**src/sv/assert_macros.svh**
```systemverilog
// Assertion macros shared by the allocator RTL.
// Bodies compile to nothing when SYNTHESIS is defined.
`ifndef ASSERT_MACROS_SVH
`define ASSERT_MACROS_SVH
`ifndef SYNTHESIS
`define FFHA_ASSERT(lbl, clk, rst_n, prop) \
  lbl: assert property (@(posedge clk) disable iff (!rst_n) prop) \
    else $error("assertion failed");
`define FFHA_ASSERT_ALWAYS(lbl, clk, prop) \
  lbl: assert property (@(posedge clk) prop) else $error("assertion failed");
`else
`define FFHA_ASSERT(lbl, clk, rst_n, prop)
`define FFHA_ASSERT_ALWAYS(lbl, clk, prop)
`endif
`endif

```
**src/sv/ffha_pkg.sv**
```systemverilog
// Shared constants, codes and cell interface structs of the allocator.
// No dependencies.
package ffha_pkg;
  localparam int SEG_N         = 32;
  localparam int USED_N        = 32;
  localparam int LINK_BYTES    = 8;
  localparam int SPLIT_HEADERS = 2;
  localparam int SH_MIN        = 2;
  localparam int SH_MAX        = 12;
  localparam int SEG_IDX_W     = $clog2(SEG_N);
  localparam int SEG_CNT_W     = $clog2(SEG_N + 1);
  localparam int USED_IDX_W    = $clog2(USED_N);
  localparam int MASK_W        = SH_MAX;
  localparam int HDR_W         = SH_MAX + 1;

  typedef enum logic [1:0] {
    REQ_ALLOC = 2'd0, REQ_FREE = 2'd1, REQ_INIT = 2'd2, REQ_NONE = 2'd3
  } req_t;

  typedef enum logic [1:0] {
    ST_OK = 2'd0, ST_NOMEM = 2'd1, ST_NOTALLOC = 2'd2, ST_FULL = 2'd3
  } status_t;

  typedef enum logic [2:0] {
    CFG_ALIGN = 3'd0, CFG_R0_BASE = 3'd1, CFG_R0_SIZE = 3'd2,
    CFG_R1_BASE = 3'd3, CFG_R1_SIZE = 3'd4
  } cfg_idx_t;

  typedef enum logic [1:0] {
    SEG_NOP = 2'd0, SEG_WRITE = 2'd1, SEG_INSERT = 2'd2, SEG_DELETE = 2'd3
  } seg_op_t;

  typedef enum logic [1:0] {
    U_NOP = 2'd0, U_WRITE = 2'd1, U_CLEAR = 2'd2, U_CLEAR_ALL = 2'd3
  } used_op_t;

  typedef struct packed {
    logic [31:0] start;
    logic [31:0] len;
  } seg_ent_t;

  typedef struct packed {
    seg_op_t               op;
    logic [SEG_IDX_W-1:0]  pos;
    seg_ent_t              ent;
  } seg_cmd_t;

  // mode 0: first entry with len >= key; mode 1: first entry with start > key
  typedef struct packed {
    logic                  v;
    logic                  mode;
    logic [31:0]           key;
    logic                  found;
    logic [SEG_IDX_W-1:0]  f_idx;
    seg_ent_t              f_ent;
    logic                  last_v;
    logic [SEG_IDX_W-1:0]  last_idx;
    seg_ent_t              last_ent;
  } seg_tok_t;

  typedef struct packed {
    used_op_t              op;
    logic [USED_IDX_W-1:0] pos;
    seg_ent_t              ent;
  } used_cmd_t;

  // mode 0: first empty slot; mode 1: valid slot with start + header == key
  typedef struct packed {
    logic                  v;
    logic                  mode;
    logic [31:0]           key;
    logic                  found;
    logic [USED_IDX_W-1:0] idx;
    seg_ent_t              ent;
  } used_tok_t;
endpackage

```
**src/sv/ffha_used_cell.sv**
```systemverilog
// One cell of the allocated-block chain: holds one block record with its
// valid bit and forwards the slot/match search token.
// Depends on ffha_pkg.
module ffha_used_cell (
  input  logic                            clk,
  input  logic                            rst_n,
  input  logic [ffha_pkg::USED_IDX_W-1:0] cell_idx,
  input  logic [ffha_pkg::HDR_W-1:0]      hdr,
  input  ffha_pkg::used_cmd_t             cmd,
  input  ffha_pkg::used_tok_t             tok_in,
  output ffha_pkg::used_tok_t             tok_out
);
  import ffha_pkg::*;

  seg_ent_t  ent_r;
  logic      valid_r;
  used_tok_t tok_r, tok_nxt;
  logic      hit;

  assign hit = tok_in.mode ? (valid_r && (ent_r.start + 32'(hdr) == tok_in.key)) : !valid_r;

  always_comb begin
    tok_nxt = tok_in;
    if (tok_in.v && !tok_in.found && hit) begin
      tok_nxt.found = 1'b1;
      tok_nxt.idx   = cell_idx;
      tok_nxt.ent   = ent_r;
    end
  end

  always_ff @(posedge clk) begin
    if (!rst_n) begin
      tok_r.v <= 1'b0;
      valid_r <= 1'b0;
    end else begin
      tok_r <= tok_nxt;
      unique case (cmd.op)
        U_WRITE:     if (cell_idx == cmd.pos) valid_r <= 1'b1;
        U_CLEAR:     if (cell_idx == cmd.pos) valid_r <= 1'b0;
        U_CLEAR_ALL: valid_r <= 1'b0;
        default: begin
        end
      endcase
    end
  end

  always_ff @(posedge clk) begin
    if (cmd.op == U_WRITE && cell_idx == cmd.pos) ent_r <= cmd.ent;
  end

  assign tok_out = tok_r;
endmodule
```
**config.mk**
```make
export PLATFORM = sky130hd
export DESIGN_NAME = ffha_used_cell
export DESIGN_NICKNAME = d
export VERILOG_FILES = /design/src/sv/assert_macros.svh /design/src/sv/ffha_pkg.sv /design/src/sv/ffha_used_cell.sv
export SDC_FILE = /design/constraint.sdc
export NUM_CORES = 1
export LEC_CHECK = 0
export BUFFER_PORTS_ARGS = -buffer_cell sky130_fd_sc_hd__buf_2
export CAP_MARGIN = 20
export CORE_MARGIN = 2
export CORE_UTILIZATION = 53
export DETAILED_ROUTE_END_ITERATION = 8
export GPL_TIMING_DRIVEN = 0
export PLACE_DENSITY = 0.85
export RECOVER_POWER = 50
export REMOVE_ABC_BUFFERS = 1
export SETUP_SLACK_MARGIN = 0.02
export SYNTH_ARGS = -nofsm -noshare
export SYNTH_HDL_FRONTEND = slang
export SYNTH_SLANG_ARGS = --single-unit
```
**constraint.sdc**
```tcl
create_clock -name clk -period 10.46 [get_ports clk]
set_clock_uncertainty 0.05 [all_clocks]
set_input_delay 0.523 -clock clk [delete_from_list [all_inputs] [get_ports clk]]
set_output_delay 0.523 -clock clk [all_outputs]
set_load 0.03 [all_outputs]
```
After elaboration in Yosys (flattened, before gate mapping)
Cells that the tools add are included.
W data, S select, Z words.

word-level totals
  bits of input ports = 195
  bits in registers = 169
  logic and storage cells = 31

operators by class
  muxes and demuxes = 5
  equality and inequality tests = 7
  reduce and logical (&&, ||, !) cells = 8
  add/sub/neg operators = 1

operators with widths
  operator              number
  $mux W69              1
  $add A32 B13 Y32      1
  $eq A32 B32 Y1        1
  $eq A5 B5 Y1          1
  $eq A2 B2 Y1 const B  2
  $logic_and A1 B1 Y1   4
  $ne A2 B2 Y1 const B  2
  $mux W1               3
  $pmux W1 S3           1
  $reduce_and A3 Y1     1
  $reduce_bool A3 Y1    1
  $eq A2 B1 Y1 const B  1
  $logic_not A1 Y1      2

Logic depth before layout (Yosys ltp)
  depth after elaboration = 6
  depth in mapped cells = 12
  gate-level depth less buffers = 11

Worst setup path before layout
OpenSTA, ideal clock, no wires.

  path kind = in2reg
  start point = in hdr[0] in the netlist's numbering
  end point = reg tok_r (netlist bit tok_out[45]), data pin
  slack = 6.812 ns
  cell stages on the path = 12
  arrival = 3.336 ns
  data required time = 10.148 ns
  cell sequence = ha_1 > fa_1 > nand3_1 > a211oi_2 > o2111ai_2 > a21boi_1 > or3_1 > a21oi_1 > nand4_1 > o31ai_4 > buf_6 > mux2_1

RTL lines
  what                  RTL line              text
  from (decl)           ffha_used_cell.sv:8   input logic [ffha_pkg::HDR_W-1:0] hdr,
  to (signal assigned)  ffha_used_cell.sv:36  tok_r <= tok_nxt;
  to (decl)             ffha_used_cell.sv:17  used_tok_t tok_r, tok_nxt;

Worst setup path after layout
  start point = in rst_n
  end point = reg tok_r (netlist bit tok_out[35]) (enable)

RTL lines
  what         RTL line             text
  from (decl)  ffha_used_cell.sv:6  input logic rst_n,

No word-level cell between the ends.

==> results.cfg <==
[final_layout]
final_cells = 985
num-nets-final = 998
syn2layout_area_growth_pct = 29.6
multi_input_comb_area_um2 = 2380
num-fill-cells = 1000
layout_commonest_cell = buf_2
drive_above_1_share_pct = 36.4
final-seq-area_um2 = 5050
mostFrequentLayoutCells = 243 x buf_2, 167 x edfxtp_1, 69 x mux2_1, 57 x clkbuf_1, 36 x xnor2_1

[run]
maxCapViolCount = 2

[setup_path]
crit_chain = clkbuf_1, clkbuf_1
endpoint_kind = flip-flop
slowest_delay_ps = 2240
critPathMostFrequentCell = clkbuf_1
cp_max_fo = 55
path_buf_inv = 2
r2r_slack_ps = 5910
cp-start-kind = primary input
critPathArrivalTime_ps = 4750
cp.required_ps = 10390
cpMaxStageDelayCell = clkbuf_1
crit_type = primary input to flip-flop
crit_family = buffers and inverters

[route]
wirelength_mm = 19.3
drt-wirelength-per-cell_um = 19.6
ant_nets = 0
drc = 0
initialDrtViolationCount = 273
vias = 5312
dr.pass1.iters = 4
vias_per_cell = 5.39

[timing]
grt_setup_unrepaired = false
fmax_ghz = 0.208
hold_violations = 0
fin_ws_ps = 5640
worst_pin_slew_ps = 3010
max_slew_margin_pct = -101
maxSlewViolCount = 108
whs_ps = 208
post-route-min-period_ps = 4820
min_period_over_period_pct = 46.1
setup_viol = 0
fin_setup_tns_ps = 0

[synthesis]
synthCells = 477
synth_cell_types = 54
ys.flop_type = edfxtp_1
synth_edf_count = 167
yosysTopAreaCell = edfxtp_1
yosysSeqAreaShare_pct = 67.0
syn_area_um2 = 7540
ys_top_cells_by_area = edfxtp_1 66%, mux2_1 10%, xnor2_1 4.2%, xor2_1 2.2%, ha_1 2.2%
async_flop_share_pct = 0
synth_top_area_share_pct = 66.5
synth_warnings = 0
ys_seq_elements = 169
syn_avg_cell_area_um2 = 15.8

[place]
finalWeightedCongestion = 0.910
post-place-ws_ps = 5740
port_buffers = 298
dp_hpwl_mm = 14.7
dp_cells = 950

[clock_tree]
clk_transition_reported_paths_ps = 70
cts_hold_buf = 0
cts_resized = 0
clockRootBuffer = clkbuf_16
cts_buffer_depth = 2
cts_setup_buffers = 0
htree_levels = 4
cts_sinks = 169
cts_tree = yes
clk_latency_ps = 430
cts_buffers = 17

[floorplan]
num_io_pins = 299
fp.dieW_um = 123
die_h_um = 123
start_util_pct = 54.3
die_area_um2 = 15200
rows = 43
fp.coreArea_um2 = 13900

[outcome]
status = finished, violations left
violations = capacitance limit, slew limit

[global_route]
track_usage_pct = 25.3
grt_pass1_vias = 5553
antenna_found_initial = 3
grt_pass1_wl_mm = 28.1
gr-total-overflow = 0
grt_max_degree = 57

[pwr]
leakagePower_nw = 3.76
ir_worst_vdd_mv = 0.132
finalPower_mw = 1.62
powerDensity_nw_per_um2 = 166

[min_path]
hold_path_class = primary input to flip-flop
stage by stage:
step,cell area (um2),util (%)
global placement,9160,66.0
global route,9770,70.4
CTS,9870,71.1
finish,9780,70.5
detailed placement,9280,66.9
floorplan,7440,-
final cells by class:
cell class / count / share of cell area (%)
tap: 180 / 2.30
inverter: 4 / 0.154
timing repair buffer: 304 / 15.5
antenna: 3 / 0.0768
clock buffer: 18 / 4.39
multi-input combinational: 293 / 24.3
sequential: 169 / 51.7
clock inverter: 14 / 1.59
cells in the mapped netlist (7+ instances only):
cell and n:
a21oi_1 22, buf_6 7, edfxtp_1 167, ha_1 13, mux2_1 69, nand2_1 28
nand3_1 12, nand4_1 10, nor2_1 13, o21ai_0 9, xnor2_1 36, xor2_1 19
final timing paths:
kind	from	endpoint	cells past startpoint
setup / recovery	rst_n	tok_out[35]	2
hold / removal	cmd[20]	ent_r[20]	1
setup reg to reg	ent_r[41]	tok_out[15]	13
hold reg to reg	ent_r[14]	tok_out[14]	1
per-layer routing:
layer  global-route usage (%)  wire, um  vias up
li1                         -         -     2470
met1                     27.9      7270     2551
met2                     44.4      9950      250
met3                     8.39      1530       41
met4                     11.5       595        0
met5                        0         0        -
where the power goes:
part           total, mW  switching (mW)  internal, mW
Combinational      0.205           0.129        0.0756
Clock              0.625           0.285         0.339
Sequential         0.791         0.00920         0.781
Total               1.62           0.424          1.20
sequential cells by signal, summed over array words and instances (netlist names):
signal,flops
ent_r,64
tok_out,104
valid_r,1
cells by family after synthesis:
group           synth area share, %
mux                            10.6
buf+inv                        1.51
fa+ha+maj                      2.42
compound gates                 6.29
simple gates                   5.82
flops                          67.0
xor+xnor                       6.39
No activity file was read; power rests on OpenSTA's default activity.
