<file path="src/sv/assert_macros.svh">
// Assertion macros shared by the allocator RTL.
// Bodies compile to nothing when SYNTHESIS is defined.
`ifndef ASSERT_MACROS_SVH
`define ASSERT_MACROS_SVH
`ifndef SYNTHESIS
`define FFHA_ASSERT(lbl, clk, rst_n, prop) \
  lbl: assert property (@(posedge clk) disable iff (!rst_n) prop) \
    else $error("assertion failed");
`define FFHA_ASSERT_ALWAYS(lbl, clk, prop) \
  lbl: assert property (@(posedge clk) prop) else $error("assertion failed");
`else
`define FFHA_ASSERT(lbl, clk, rst_n, prop)
`define FFHA_ASSERT_ALWAYS(lbl, clk, prop)
`endif
`endif

</file>
<file path="src/sv/ffha_pkg.sv">
// Shared constants, codes and cell interface structs of the allocator.
// No dependencies.
package ffha_pkg;
  localparam int SEG_N         = 32;
  localparam int USED_N        = 32;
  localparam int LINK_BYTES    = 8;
  localparam int SPLIT_HEADERS = 2;
  localparam int SH_MIN        = 2;
  localparam int SH_MAX        = 12;
  localparam int SEG_IDX_W     = $clog2(SEG_N);
  localparam int SEG_CNT_W     = $clog2(SEG_N + 1);
  localparam int USED_IDX_W    = $clog2(USED_N);
  localparam int MASK_W        = SH_MAX;
  localparam int HDR_W         = SH_MAX + 1;

  typedef enum logic [1:0] {
    REQ_ALLOC = 2'd0, REQ_FREE = 2'd1, REQ_INIT = 2'd2, REQ_NONE = 2'd3
  } req_t;

  typedef enum logic [1:0] {
    ST_OK = 2'd0, ST_NOMEM = 2'd1, ST_NOTALLOC = 2'd2, ST_FULL = 2'd3
  } status_t;

  typedef enum logic [2:0] {
    CFG_ALIGN = 3'd0, CFG_R0_BASE = 3'd1, CFG_R0_SIZE = 3'd2,
    CFG_R1_BASE = 3'd3, CFG_R1_SIZE = 3'd4
  } cfg_idx_t;

  typedef enum logic [1:0] {
    SEG_NOP = 2'd0, SEG_WRITE = 2'd1, SEG_INSERT = 2'd2, SEG_DELETE = 2'd3
  } seg_op_t;

  typedef enum logic [1:0] {
    U_NOP = 2'd0, U_WRITE = 2'd1, U_CLEAR = 2'd2, U_CLEAR_ALL = 2'd3
  } used_op_t;

  typedef struct packed {
    logic [31:0] start;
    logic [31:0] len;
  } seg_ent_t;

  typedef struct packed {
    seg_op_t               op;
    logic [SEG_IDX_W-1:0]  pos;
    seg_ent_t              ent;
  } seg_cmd_t;

  // mode 0: first entry with len >= key; mode 1: first entry with start > key
  typedef struct packed {
    logic                  v;
    logic                  mode;
    logic [31:0]           key;
    logic                  found;
    logic [SEG_IDX_W-1:0]  f_idx;
    seg_ent_t              f_ent;
    logic                  last_v;
    logic [SEG_IDX_W-1:0]  last_idx;
    seg_ent_t              last_ent;
  } seg_tok_t;

  typedef struct packed {
    used_op_t              op;
    logic [USED_IDX_W-1:0] pos;
    seg_ent_t              ent;
  } used_cmd_t;

  // mode 0: first empty slot; mode 1: valid slot with start + header == key
  typedef struct packed {
    logic                  v;
    logic                  mode;
    logic [31:0]           key;
    logic                  found;
    logic [USED_IDX_W-1:0] idx;
    seg_ent_t              ent;
  } used_tok_t;
endpackage

</file>
<file path="src/sv/ffha_seg_cell.sv">
// One cell of the sorted free-segment chain: holds one segment entry,
// shifts with its neighbors on insert/delete and forwards the search token.
// Depends on ffha_pkg.
module ffha_seg_cell (
  input  logic                           clk,
  input  logic                           rst_n,
  input  logic [ffha_pkg::SEG_IDX_W-1:0] cell_idx,
  input  logic [ffha_pkg::SEG_CNT_W-1:0] seg_count,
  input  ffha_pkg::seg_cmd_t             cmd,
  input  ffha_pkg::seg_ent_t             up_ent,
  input  ffha_pkg::seg_ent_t             dn_ent,
  input  ffha_pkg::seg_tok_t             tok_in,
  output ffha_pkg::seg_tok_t             tok_out,
  output ffha_pkg::seg_ent_t             ent_out
);
  import ffha_pkg::*;

  seg_ent_t ent_r;
  seg_tok_t tok_r, tok_nxt;
  logic     live, hit;

  assign live = {1'b0, cell_idx} < seg_count;
  assign hit  = tok_in.mode ? (ent_r.start > tok_in.key) : (ent_r.len >= tok_in.key);

  always_comb begin
    tok_nxt = tok_in;
    if (tok_in.v && !tok_in.found && live) begin
      if (hit) begin
        tok_nxt.found = 1'b1;
        tok_nxt.f_idx = cell_idx;
        tok_nxt.f_ent = ent_r;
      end else begin
        tok_nxt.last_v   = 1'b1;
        tok_nxt.last_idx = cell_idx;
        tok_nxt.last_ent = ent_r;
      end
    end
  end

  always_ff @(posedge clk) begin
    if (!rst_n) begin
      tok_r.v <= 1'b0;
    end else begin
      tok_r <= tok_nxt;
    end
  end

  always_ff @(posedge clk) begin
    unique case (cmd.op)
      SEG_WRITE: begin
        if (cell_idx == cmd.pos) ent_r <= cmd.ent;
      end
      SEG_INSERT: begin
        if (cell_idx == cmd.pos) ent_r <= cmd.ent;
        else if (cell_idx > cmd.pos) ent_r <= up_ent;
      end
      SEG_DELETE: begin
        if (cell_idx >= cmd.pos) ent_r <= dn_ent;
      end
      default: begin
      end
    endcase
  end

  assign tok_out = tok_r;
  assign ent_out = ent_r;
endmodule

</file>
<file path="config.mk">
export PLATFORM = sky130hd
export DESIGN_NAME = ffha_seg_cell
export DESIGN_NICKNAME = d
export VERILOG_FILES = /design/src/sv/assert_macros.svh /design/src/sv/ffha_pkg.sv /design/src/sv/ffha_seg_cell.sv
export SDC_FILE = /design/constraint.sdc
export NUM_CORES = 1
export LEC_CHECK = 0
export ABC_AREA = 1
export BUFFER_PORTS_ARGS = -buffer_cell sky130_fd_sc_hd__buf_2
export CORE_AREA = 2 2 246 248
export DETAILED_ROUTE_END_ITERATION = 8
export DIE_AREA = 0 0 248 250
export GPL_TIMING_DRIVEN = 0
export PLACE_DENSITY = 0.52
export SLEW_MARGIN = 5
export SYNTH_ARGS = -nofsm -noshare
export SYNTH_HDL_FRONTEND = slang
export SYNTH_SLANG_ARGS = --single-unit
</file>
<file path="constraint.sdc">
create_clock -name clk -period 4.6 [get_ports clk]
set_clock_uncertainty 0.2 [all_clocks]
set_input_delay 0.92 -clock clk [delete_from_list [all_inputs] [get_ports clk]]
set_output_delay 0.92 -clock clk [all_outputs]
set_load 0.01 [all_outputs]
</file>
**Word-level counts from Yosys, hierarchy flattened**

Cells that the tools add are included.

- Bits in registers: 238
- Input port bits: 386
- Output and inout port bits: 238
- Logic and storage cells: 39

- $lt $le $gt $ge: 5
- Equal/unequal tests: 7
- Mux-type cells: 9
- Reduce and logical (&&, ||, !) cells: 5

Operator list:

| cell | count |
|---|---|
| $mux 64 | 4 |
| $pmux 64 s3 | 1 |
| $mux 140 | 1 |
| $mux 70 | 2 |
| $ge 32x32->1 | 1 |
| $gt 32x32->1 | 1 |
| $lt 5x6->1 | 1 |
| $eq 5x5->1 | 1 |
| $ge 5x5->1 | 1 |
| $gt 5x5->1 | 1 |
| $eq 2x2->1 const B | 2 |
| $ne 2x2->1 const B | 2 |
| $reduce_and 4->1 | 1 |
| $ne 3x3->1 const B | 1 |
| $reduce_bool 3->1 | 1 |
| $eq 2x1->1 const B | 1 |
| $logic_and 1x1->1 | 2 |
| $logic_not 1->1 | 1 |
| $mux 1 | 1 |

**Depth between registers and ports, before layout**

Gate-level depths: netlist (run 1).

- Word-level depth: 4
- Mapped depth: 19
- Mapped depth without buffers: 18

**Worst setup path after synthesis (run 1)**

OpenSTA, ideal clock, no wires.

- Kind: input port to flip-flop
- Start point: input cmd[68] (netlist bit)
- End point: register ent_r, in the netlist ent_out[0] (enable)
- Setup time: 418 ps
- Data arrival time: 3201 ps
- Required time: 3982 ps
- Slack: 781 ps
- Stages on the path: 11
- Path buffers: 1
- Cells stage by stage: inv_1 > ha_1 > nand2_1 > nor2_1 > nand2_1 > inv_1 > clkbuf_1 > nand2_1 > nand2_1 > o31ai_1 > inv_1

- Cells in the longest elaborated chain, start to end: 3
- Elaborated cells between the ends (all ways): 7
- Those cells by class: order compare (2); eq/ne (4); reduce/logical (1)

RTL lines:

| item | line | text |
|---|---|---|
| start: declaration | ffha_seg_cell.sv:9 | `input ffha_pkg::seg_cmd_t cmd,` |
| $gt 5x5->1, or another cell as far along | ffha_seg_cell.sv:55 | `else if (cell_idx > cmd.pos) ent_r <= up_ent;` |
| $ne 3x3->1 (no source line) / $ne 2x2->1 (equally long branches) | -- |  |
| $reduce_and 4->1 (no source line) * | -- |  |
| end signal: assignment | ffha_seg_cell.sv:54 | `if (cell_idx == cmd.pos) ent_r <= cmd.ent;` |
| end signal: assignment | ffha_seg_cell.sv:55 |  |
| end signal: assignment | ffha_seg_cell.sv:58 | `if (cell_idx >= cmd.pos) ent_r <= dn_ent;` |
| end: declaration | ffha_seg_cell.sv:18 | `seg_ent_t ent_r;` |

Mark *: on every way between the ends. The rest lies on a longest branch, timed or not.
A chain may end at the register's enable or synchronous reset.

**Worst setup path after layout (run 1)**

- Start point: input cell_idx[4] (netlist bit)
- End point: register ent_r, in the netlist ent_out[13] (enable)

- Cells in the longest elaborated chain, start to end: 3
- Elaborated cells between the ends (all ways): 7
- Those cells by class: order compare (2); eq/ne (4); reduce/logical (1)

RTL lines:

| item | line | text |
|---|---|---|
| start: declaration | ffha_seg_cell.sv:7 | `input logic [ffha_pkg::SEG_IDX_W-1:0] cell_idx,` |
| $gt 5x5->1, or another cell as far along | ffha_seg_cell.sv:55 |  |
| $ne 3x3->1 (no source line) / $ne 2x2->1 (equally long branches) | -- |  |
| $reduce_and 4->1 (no source line) * | -- |  |

Marked as above.

==> out/qor.csv, run 1 <==
stage,metric,value,unit
run_status,status,"complete, no violations",
die,initial_utilization,21.6,%
setup_path,required,4.64,ns
routing,drcViolationCount,0,
finish,areaGrowthSynthToFinish,39.8,%
synthesis,yosysSeqAreaShare,55.5,%
sta,hold_viol,0,
routing,ant_nets,0,
run,maxCapViolations,0,
setup_path,startpoint_type,primary input,
power_and_ir_drop,p_per_area,365,nW/um^2
routing,drt_pass1_iterations,5,
clock_tree,postCtsSetupBuffers,0,
placement,io_buffer_count,623,
synthesis,ys_types,27,
setup_path,cp_slowest_cell,clkbuf_1,
routing,avgRoutedWirePerCell,22.6,um
finish,mostFrequentLayoutCells,"buf_2, nand2_1, edfxtp_1, nor2_1, nand3_1",
power_and_ir_drop,clkPwrFrac,35.4,%
finish,fin_area,18000,um^2
worst_hold_path,min-delay-start,tok_in[149],
die,coreArea,59600,um^2
setup_path,startpoint,cell_idx[4],
setup_path,max_stage_delay,0.91,ns
placement,post-place-ws,-0.243,ns
sta,max_freq,248,MHz
clock_tree,clock_path_buffers,3,
finish,fill_cells,6328,
placement,hpwl,51.6,mm
synthesis,syn_inst,1377,
clock_tree,clkTransAtPathRegs,0.07,ns
sta,slew_headroom,17.6,%
sta,fin_crit,4.03,ns
sta,timing.final.crit_share,87.7,%
clock_tree,tritoncts,done,
global_route,grt_antenna_before_repair,2,
sta,finalSetupViolCount,0,
clock_tree,postCtsHoldBufs,0,
placement,placedInstanceArea,17000,um^2
routing,routed_via_density,4.56,
global_route,grt_util_all_layers,19.9,%
setup_path,arrival,4.08,ns
clock_tree,root_buffer,clkbuf_16,
die,die_area,62000,um^2
synthesis,yosys_warnings,0,
worst_hold_path,min_path_type,primary input to flop,
setup_path,path_cells,buf_2 -> ha_1 -> nand2_1 -> nor2_1 -> nand2_1 -> inv_1 -> clkbuf_1 -> nand2_1 -> nand2_1 -> o31ai_1 -> inv_4 -> buf_16,
synthesis,yosysTopAreaCell,edfxtp_1,
die,rows,90,
power_and_ir_drop,switching_share,31.3,%
power_and_ir_drop,p_comb_share,21.2,%
die,die_width,248,um
power_and_ir_drop,intPower,4.50,mW
setup_path,r2r-start,ent_out[29],
global_route,grt.overflow.total,0,
synthesis,syn_nets,1836,
global_route,grt_max_degree,102,
setup_path,cp_common_cell,nand2_1,
synthesis,syn_area,12900,um^2
finish,fin_util,30.2,%
synthesis,ys_top_cells_by_area,"edfxtp_1, nand2_1, ha_1",
global_route,grt_pass1_vias,13100,
clock_tree,htree_levels,1,
power_and_ir_drop,p_leak,8.38,nW
sta,setup_tns,0,ns
sta,worstMarginPinSlew,1.24,ns
routing,vias,13000,
setup_path,end_kind,flop,
finish,nNetsFinal,2494,
clock_tree,clkSinkCount,238,
finish,layout-drive-gt1-share,35.1,%
routing,drt-initial-drc-count,710,
setup_path,critPathKind,primary input to flop,
power_and_ir_drop,power.share.sequential,43.3,%
setup_path,worstPathMaxFanout,33,
die,io_pins,624,
sta,rsz0062_at_grt,false,
power_and_ir_drop,ir_drop,0.240,mV
sta,slew_viol_final,0,
global_route,grt_pass1_wl,88.4,mm
synthesis,synth_top_area_share,55.4,%
clock_tree,clk_latency,0.57,ns
power_and_ir_drop,p_switching,2.05,mW
placement,gp_congestion,0.887,
clock_tree,numCtsBuffers,31,
routing,routed_wl,64.2,mm
die,die_y,250,um
finish,final_common_cell,buf_2,
synthesis,avgSynthCellArea,9.33,um^2
sta,fin_ws,0.567,ns
clock_tree,cts_resized,0,
synthesis,ys_seq_elements,238,
sta,holdWs,0.349,ns
kinds of logic after synthesis:
family | after synthesis | share of synthesized area [%]
compound gates | 178 | 8.30
fa+ha+maj | 73 | 7.11
buf+inv | 152 | 5.02
flops | 238 | 55.5
simple gates | 736 | 24.0
sequential cells by signal, indices dropped and copies added, names as in the netlist:
| register | count |
|---|---|
| ent_out | 64 |
| tok_out | 174 |
stage by stage:
step	instances	power, mW
6_report	2842	6.56
5_1_grt	2841	6.87
4_1_cts	2841	6.64
3_5_place_dp	2784	4.30
3_3_place_gp	2782	4.28
2_1_floorplan	1377	3.46
cell usage after synthesis:
cell / number
nor3_1: 3
o31ai_1: 1
edfxtp_1: 237
clkbuf_1: 34
a21o_1: 1
a21oi_1: 35
buf_4: 3
nand2_2: 2
nand3_4: 1
buf_6: 2
buf_1: 5
dfxtp_1: 1
o21a_1: 4
inv_2: 2
buf_2: 39
o211ai_1: 64
nand4_1: 74
ha_1: 73
inv_1: 67
nand2_1: 487
nand3_2: 1
o21ai_0: 72
and3_1: 1
nor3_2: 2
o22ai_1: 1
nand3_1: 78
nor2_1: 87
path summary, 6_finish.rpt:
| path | slack [ns] | cells past startpoint | to |
|---|---|---|---|
| hold reg to reg | 0.48 | 2 | tok_out[122] |
| hold / removal | 0.35 | 1 | tok_out[149] |
| setup reg to reg | 0.71 | 12 | tok_out[13] |
| setup / recovery | 0.57 | 12 | ent_out[13] |
power by group through the flow:
stage / combinational (mW) / sequential (mW) / clock (mW)
2_1_floorplan: 0.566 / 2.90 / 0
3_3_place_gp: 1.38 / 2.90 / 0
3_5_place_dp: 1.41 / 2.89 / 0
4_1_cts: 1.42 / 2.85 / 2.38
5_1_grt: 1.56 / 2.86 / 2.46
6_report: 1.39 / 2.84 / 2.32
area by class of cell:
cell class	instances	area, um^2	area share (%)
Timing Repair Buffer	625	3180	17.7
Clock inverter	18	144	0.801
Antenna cell	1	2.50	0.0139
Buffer	83	387	2.15
Tap cell	782	978	5.44
Clock buffer	39	806	4.48
Sequential cell	238	7140	39.7
Inverter	69	262	1.46
Multi-Input combinational cell	987	5070	28.2
critical path, delay by kind of cell:
family	cells	cell delay [ns]
compound gates	1	0.13
fa+ha+maj	1	0.31
buf+inv	5	1.87
simple gates	5	0.77
per-layer routing:
metal,share of wire (%),track usage [%]
met5,0,0
met3,6.1,2.75
met2,49,34.8
met4,3.1,6.78
met1,42,24.9
Note: power is estimated with default switching activity, not from simulation.
==> run 2, diff against run 1 <==
--- a/config.mk
+++ b/config.mk
@@ -5,11 +5,11 @@
 export SDC_FILE = /design/constraint.sdc
 export NUM_CORES = 1
 export LEC_CHECK = 0
-export ABC_AREA = 1
+export ABC_AREA = 0
 export BUFFER_PORTS_ARGS = -buffer_cell sky130_fd_sc_hd__buf_2
-export CORE_AREA = 2 2 246 248
+export CORE_AREA = 2 2 243 245
 export DETAILED_ROUTE_END_ITERATION = 8
-export DIE_AREA = 0 0 248 250
+export DIE_AREA = 0 0 245 247
 export GPL_TIMING_DRIVEN = 0
 export PLACE_DENSITY = 0.52
 export SLEW_MARGIN = 5
==> constraint.sdc (replaced) <==
create_clock -name clk -period 4.1 [get_ports clk]
set_clock_uncertainty 0.2 [all_clocks]
set_input_delay 0.82 -clock clk [delete_from_list [all_inputs] [get_ports clk]]
set_output_delay 0.82 -clock clk [all_outputs]
set_load 0.01 [all_outputs]
==> run 2 against run 1 <==
Net effect:
- power is 7.2% higher
- sequential share of layout area is 0.68 points higher
- clock-buffer cell count is 6 lower
- critical path depth is 2 lower
- combinational power hardly changed
==> out/qor.csv, run 2 <==
stage,metric,value,unit
run_status,status,"complete, no violations",
setup_path,cp_slowest_cell,edfxtp_1,
power_and_ir_drop,ir_drop,0.239,mV
die,rows,89,
power_and_ir_drop,p_leak,7.80,nW
setup_path,arrival,3.83,ns
synthesis,ys_types,43,
synthesis,ys_top_cells_by_area,"edfxtp_1, ha_1, mux2_4",
placement,gp_congestion,0.849,
clock_tree,clkSinkCount,238,
routing,vias,10400,
routing,avgRoutedWirePerCell,22.1,um
die,die_width,245,um
placement,placedInstanceArea,16700,um^2
finish,mostFrequentLayoutCells,"buf_2, edfxtp_1, a21oi_1, nor2_1, ha_1",
placement,hpwl,42.5,mm
synthesis,synth_ff_type,edfxtp_1,
sta,finalSetupViolCount,0,
power_and_ir_drop,clkPwrFrac,35.3,%
sta,slew_headroom,21.8,%
sta,worstMarginPinSlew,1.17,ns
synthesis,ys_seq_elements,238,
clock_tree,numCtsBuffers,29,
clock_tree,root_buffer,clkbuf_16,
finish,final_common_cell,buf_2,
setup_path,worstPathMaxFanout,10,
setup_path,crit_family,compound AO/OA/AOI/OAI gates,
die,die_area,60500,um^2
setup_path,cp_common_cell,o21ai_1,
global_route,grt_max_degree,103,
finish,areaGrowthSynthToFinish,41.6,%
setup_path,end_kind,flop,
die,initial_utilization,21.4,%
clock_tree,clkTransAtPathRegs,0.06,ns
sta,setup_tns,0,ns
clock_tree,htree_levels,1,
die,coreArea,58200,um^2
finish,layout-drive-gt1-share,48.8,%
synthesis,yosys_warnings,0,
routing,routed_via_density,4.37,
global_route,grt_pass1_wl,71.8,mm
setup_path,required,4.19,ns
synthesis,synth.most_common_cell,edfxtp_1,
routing,routed_wl,52.7,mm
finish,nNetsFinal,2044,
power_and_ir_drop,power.share.sequential,44.9,%
run,maxCapViolations,0,
global_route,grt_antenna_before_repair,6,
routing,drt_pass1_iterations,4,
power_and_ir_drop,p_per_area,398,nW/um^2
clock_tree,postCtsHoldBufs,0,
power_and_ir_drop,power.total,7.03,mW
setup_path,path_cells,ha_1 -> nand4_1 -> nor4_4 -> o21ai_1 -> a31oi_2 -> o21ai_1 -> a21oi_4 -> buf_12 -> buf_6 -> mux2_1,
routing,drcViolationCount,0,
finish,fin_area,17700,um^2
power_and_ir_drop,p_comb_share,19.7,%
power_and_ir_drop,switching_share,28.6,%
power_and_ir_drop,intPower,5.02,mW
routing,ant_nets,0,
clock_tree,tritoncts,done,
synthesis,synthTopCellsByCount,"edfxtp_1, a21oi_1, nor2_1",
sta,max_freq,267,MHz
setup_path,cp_num_buf_inv,2,
synthesis,synth_top_area_share,57.1,%
die,io_pins,624,
setup_path,startpoint_type,flop,
synthesis,syn_nets,1382,
power_and_ir_drop,p_switching,2.01,mW
placement,io_buffer_count,623,
sta,slew_viol_final,0,
synthesis,syn_area,12500,um^2
routing,drt-initial-drc-count,520,
synthesis,yosysTopAreaCell,edfxtp_1,
synthesis,synth_edf_count,237,
worst_hold_path,min_path_type,primary input to flop,
clock_tree,clk_latency,0.56,ns
setup_path,max_stage_delay,0.52,ns
sta,rsz0062_at_grt,false,
synthesis,yosysSeqAreaShare,57.2,%
clock_tree,clock_path_buffers,3,
synthesis,avgSynthCellArea,13.5,um^2
global_route,grt.overflow.total,0,
die,die_y,247,um
sta,hold_viol,0,
finish,largest_reg_flops,174,
sta,timing.final.crit_share,91.4,%
setup_path,critPathKind,flop to flop,
synthesis,synthArstFlopShare,0,%
sta,fin_crit,3.75,ns
global_route,grt_pass1_vias,10700,
synthesis,syn_inst,923,
global_route,grt_util_all_layers,16.4,%
[run 2: cell types whose count changed in the layout (fill, tap and decap cells not counted), moves of 53 or more]
cell | before | now
nand4_1 | 74 | 10
a21oi_1 | 35 | 91
nand3_1 | 78 | 4
nand2_1 | 487 | 16
o21ai_0 | 72 | 12
mux2_4 | 0 | 60
o211ai_1 | 64 | 1
nand2b_1 | 0 | 69
mux2_1 | 0 | 53
o31ai_1 | 1 | 65
[run 2: layout make-up]
cell class                      instances  area (um^2)
Antenna cell                            3         7.51
Buffer                                 48          285
Clock buffer                           33          741
Clock inverter                         19          159
Fill cell                            6068        40600
Inverter                               44          165
Multi-Input combinational cell        593         4920
Sequential cell                       238         7140
Tap cell                              773          967
Timing Repair Buffer                  631         3290
[run 2: power by group through the flow]
stage | Sequential [mW] | Combinational (mW) | Clock [mW]
3_3_place_gp | 3.23 | 1.35 | 0
3_5_place_dp | 3.21 | 1.39 | 0
2_1_floorplan | 3.23 | 0.571 | 0
4_1_cts | 3.16 | 1.40 | 2.57
6_report | 3.16 | 1.39 | 2.48
5_1_grt | 3.18 | 1.51 | 2.65
[run 2: worst register-to-register path: cells and delay by family, from the launching register on]
kind,cells,cell delay (ns)
buffers and inverters,2,0.36
AOI/OAI and AO/OA,4,0.90
adders and majority gates,1,0.38
and+or+nand+nor,2,0.71
muxes,1,0.41
DFF,1,0.52
[run 2: timing repair]
action                     CTS  global route
buffers inserted             4             0
setup endpoints to repair  140             1
hold endpoints to repair     0             0
resized for setup            3             1
[run 2: kinds of logic (layout without fill, tap and decap cells)]
| kind of cell | count (synthesis) | after routing | synth area share [%] |
|---|---|---|---|
| DFF | 238 | 238 | 57.2 |
| AOI/OAI and AO/OA | 191 | 191 | 9.75 |
| and+or+nand+nor | 191 | 191 | 7.84 |
| muxes | 138 | 138 | 14.3 |
| buffers and inverters | 92 | 775 | 3.61 |
| adders and majority gates | 73 | 73 | 7.32 |
| other | 0 | 3 | 0 |
[run 2: per-layer routing]
metal	vias to the layer above	wire, um	GRT usage [%]
met3	67	3570	3.39
met5	-	12	0
met2	443	26000	28.7
li1	4837	-	-
met4	2	1370	5.06
met1	5049	21800	20.3
[run 2: stage by stage]
| stage | instances | hold slack (ns) | setup WS, ns | util (%) |
|---|---|---|---|---|
| floorplan | 923 | 0.446 | 0.467 | - |
| global placement | 2319 | 0.424 | -1.66 | 28.4 |
| detailed placement | 2323 | 0.445 | -1.11 | 28.7 |
| CTS | 2379 | 0.204 | 0.110 | 30.3 |
| global route | 2381 | 0.228 | 0.0625 | 30.3 |
| finish | 2382 | 0.253 | 0.353 | 30.3 |
[run 2: path summary, 6_finish.rpt]
check	from	endpoint	slack [ns]	depth (start not counted)
worst max-delay path	ent_out[30]	tok_out[103]	0.35	10
worst min-delay path	tok_in[142]	tok_out[142]	0.25	1
worst max register to register	ent_out[30]	tok_out[103]	0.35	10
worst min register to register	ent_out[32]	tok_out[102]	0.46	1
==> run 3, diff against run 2 <==
--- a/config.mk
+++ b/config.mk
@@ -6,7 +6,7 @@
 export NUM_CORES = 1
 export LEC_CHECK = 0
 export ABC_AREA = 0
-export BUFFER_PORTS_ARGS = -buffer_cell sky130_fd_sc_hd__buf_2
+export BUFFER_PORTS_ARGS = -buffer_cell sky130_fd_sc_hd__buf_4
 export CORE_AREA = 2 2 243 245
 export DETAILED_ROUTE_END_ITERATION = 8
 export DIE_AREA = 0 0 245 247
==> run 3 against run 2 <==
Net effect:
- register-to-register slack is essentially flat
- combinational power grew 14%
- final cell count is essentially flat
- first-iteration DRC count shrank 0.77%
- power grew 6.6%
- routed wire length grew 3.4%
- critical endpoint is now tok_out[35]
- highest routed layer unchanged
- via count shrank 0.57%
- die area is the same
- utilization grew 2.8 points
- critical path depth shrank 1
- clock-buffer cell count grew 2
- sequential cell count is the same
==> out/qor.csv, run 3 (synthesis gave the netlist of run 2 again) <==
stage,metric,value,unit
run_status,status,"complete, no violations",
sta,fin_ws,0.354,ns
power_and_ir_drop,p_comb_share,21.3,%
setup_path,cp_slowest_cell,or4_1,
placement,hpwl,43.8,mm
setup_path,end_kind,flop,
clock_tree,numCtsBuffers,30,
setup_path,regToRegSetupSlack,0.35,ns
worst_hold_path,min_path_type,primary input to flop,
finish,nNetsFinal,2045,
routing,drcViolationCount,0,
setup_path,startpoint_type,flop,
global_route,grt_util_all_layers,17.0,%
placement,gp_congestion,0.853,
setup_path,rr_worst_depth,9,
setup_path,path_cells,ha_1 -> nand4_1 -> or4_1 -> a41oi_2 -> o22ai_2 -> a31oi_4 -> buf_4 -> buf_6 -> mux2_4,
die,initial_utilization,21.4,%
setup_path,crit_end,tok_out[35],
clock_tree,tritoncts,done,
setup_path,arrival,3.86,ns
clock_tree,clk_latency,0.57,ns
power_and_ir_drop,intPower,5.42,mW
setup_path,max_stage_delay,0.73,ns
die,die_y,247,um
sta,slew_headroom,29.8,%
setup_path,required,4.21,ns
global_route,grt_max_degree,93,
power_and_ir_drop,clkPwrFrac,36.3,%
clock_tree,clkTransAtPathRegs,0.07,ns
clock_tree,root_buffer,clkbuf_16,
global_route,grt.overflow.total,0,
run,maxCapViolations,0,
finish,areaGrowthSynthToFinish,54.6,%
setup_path,startpoint,ent_out[63],
routing,met1Wirelength,22.6,mm
power_and_ir_drop,p_leak,8.35,nW
power_and_ir_drop,power.share.sequential,42.4,%
setup_path,r2r-start,ent_out[63],
routing,avgRoutedWirePerCell,22.9,um
placement,io_buffer_count,623,
die,rows,89,
finish,mostFrequentLayoutCells,"buf_4, edfxtp_1, a21oi_1, nor2_1, ha_1",
routing,ant_nets,0,
clock_tree,htree_levels,1,
sta,fin_crit,3.75,ns
placement,post-place-ws,-0.902,ns
power_and_ir_drop,p_per_area,389,nW/um^2
routing,routed_via_density,4.34,
sta,finalSetupViolCount,0,
routing,met2_length,26.6,mm
clock_tree,clkSinkCount,238,
sta,holdWs,0.230,ns
routing,wl_met3,3.41,mm
routing,drt_pass1_iterations,4,
power_and_ir_drop,p_switching,2.07,mW
die,die_width,245,um
sta,max_freq,267,MHz
finish,largest_reg_flops,174,
setup_path,worstPathMaxFanout,10,
die,io_pins,624,
sta,slew_viol_final,0,
routing,routed_wl,54.5,mm
global_route,grt_pass1_wl,74.6,mm
routing,top_layer,met5,
die,coreArea,58200,um^2
sta,worstMarginPinSlew,1.05,ns
setup_path,reg2reg_to,tok_out[35],
sta,hold_viol,0,
global_route,grt_pass1_vias,10800,
sta,rsz0062_at_grt,false,
power_and_ir_drop,ir_drop,0.301,mV
global_route,grt_antenna_before_repair,3,
power_and_ir_drop,switching_share,27.6,%
die,die_area,60500,um^2
routing,drt-initial-drc-count,516,
setup_path,critPathKind,flop to flop,
routing,vias,10300,
finish,final_common_cell,buf_4,
sta,timing.final.crit_share,91.4,%
clock_tree,clock_path_buffers,3,
finish,layout-drive-gt1-share,48.9,%
-- run 3: cell types whose count changed in the layout (fill, tap and decap cells not counted), sizes merged --
cell | before | now
clkinvlp | 2 | 5
clkinv | 15 | 11
bufinv | 2 | 4
clkbuf | 67 | 69
diode | 3 | 1
-- run 3: worst min path at each step --
stage | start | end | slack (ns) | cells after the start
2_1_floorplan | ent_out[60] | tok_out[60] | 0.45 | 1
3_3_place_gp | ent_out[32] | tok_out[102] | 0.43 | 1
3_5_place_dp | ent_out[61] | tok_out[61] | 0.46 | 1
4_1_cts | tok_in[167] | tok_out[167] | 0.19 | 1
5_1_grt | tok_in[167] | tok_out[167] | 0.20 | 1
6_report | tok_in[167] | tok_out[167] | 0.23 | 1
-- run 3: power by group through the flow --
stage / combinational [mW] / clock, mW / sequential (mW)
2_1_floorplan: 0.571 / 0 / 3.23
3_5_place_dp: 1.60 / 0 / 3.23
3_3_place_gp: 1.56 / 0 / 3.23
6_report: 1.59 / 2.72 / 3.17
4_1_cts: 1.61 / 2.81 / 3.18
5_1_grt: 1.73 / 2.89 / 3.19
-- run 3: what timing repair did --
item	CTS	global route
endpoints found under the hold margin	0	0
cloned	0	0
resized for setup	2	1
endpoints found under the setup margin	140	43
setup buffers	4	0
hold buffers	0	0
-- run 3: per-layer routing --
metal,global-route usage (%),vias up
li1,-,4828
met1,21.2,5001
met2,29.3,410
met3,3.29,96
met4,6.26,4
met5,0,-
-- run 3: worst max-delay path: cells and delay by family, from the launching register on --
| kind | cells | cell delay (ns) |
|---|---|---|
| DFF | 1 | 0.49 |
| adders and majority gates | 1 | 0.36 |
| buffers and inverters | 2 | 0.45 |
| AOI/OAI and AO/OA | 3 | 0.61 |
| muxes | 1 | 0.35 |
| and+or+nand+nor | 2 | 1.01 |
-- run 3: cell type report --
class / instances / area, um^2
fillers: 5913 / 39000
flip-flops and latches: 238 / 7140
multi-input cells: 593 / 4920
repair buffers: 631 / 4800
well taps: 773 / 967
clock buffers: 35 / 791
plain buffers: 48 / 285
clock inverters: 20 / 205
inverters: 44 / 165
diodes: 1 / 2.50
-- run 3: per-stage QoR --
stage	std cells	setup TNS (ns)	total power [mW]	instance area, um^2	utilization, %
floorplan	923	0	3.80	12500	-
global placement	2319	-196.65	4.80	18100	31.1
detailed placement	2323	-112.36	4.83	18200	31.3
CTS	2382	0	7.60	19300	33.1
global route	2382	0	7.81	19300	33.1
finish	2383	0	7.49	19300	33.1
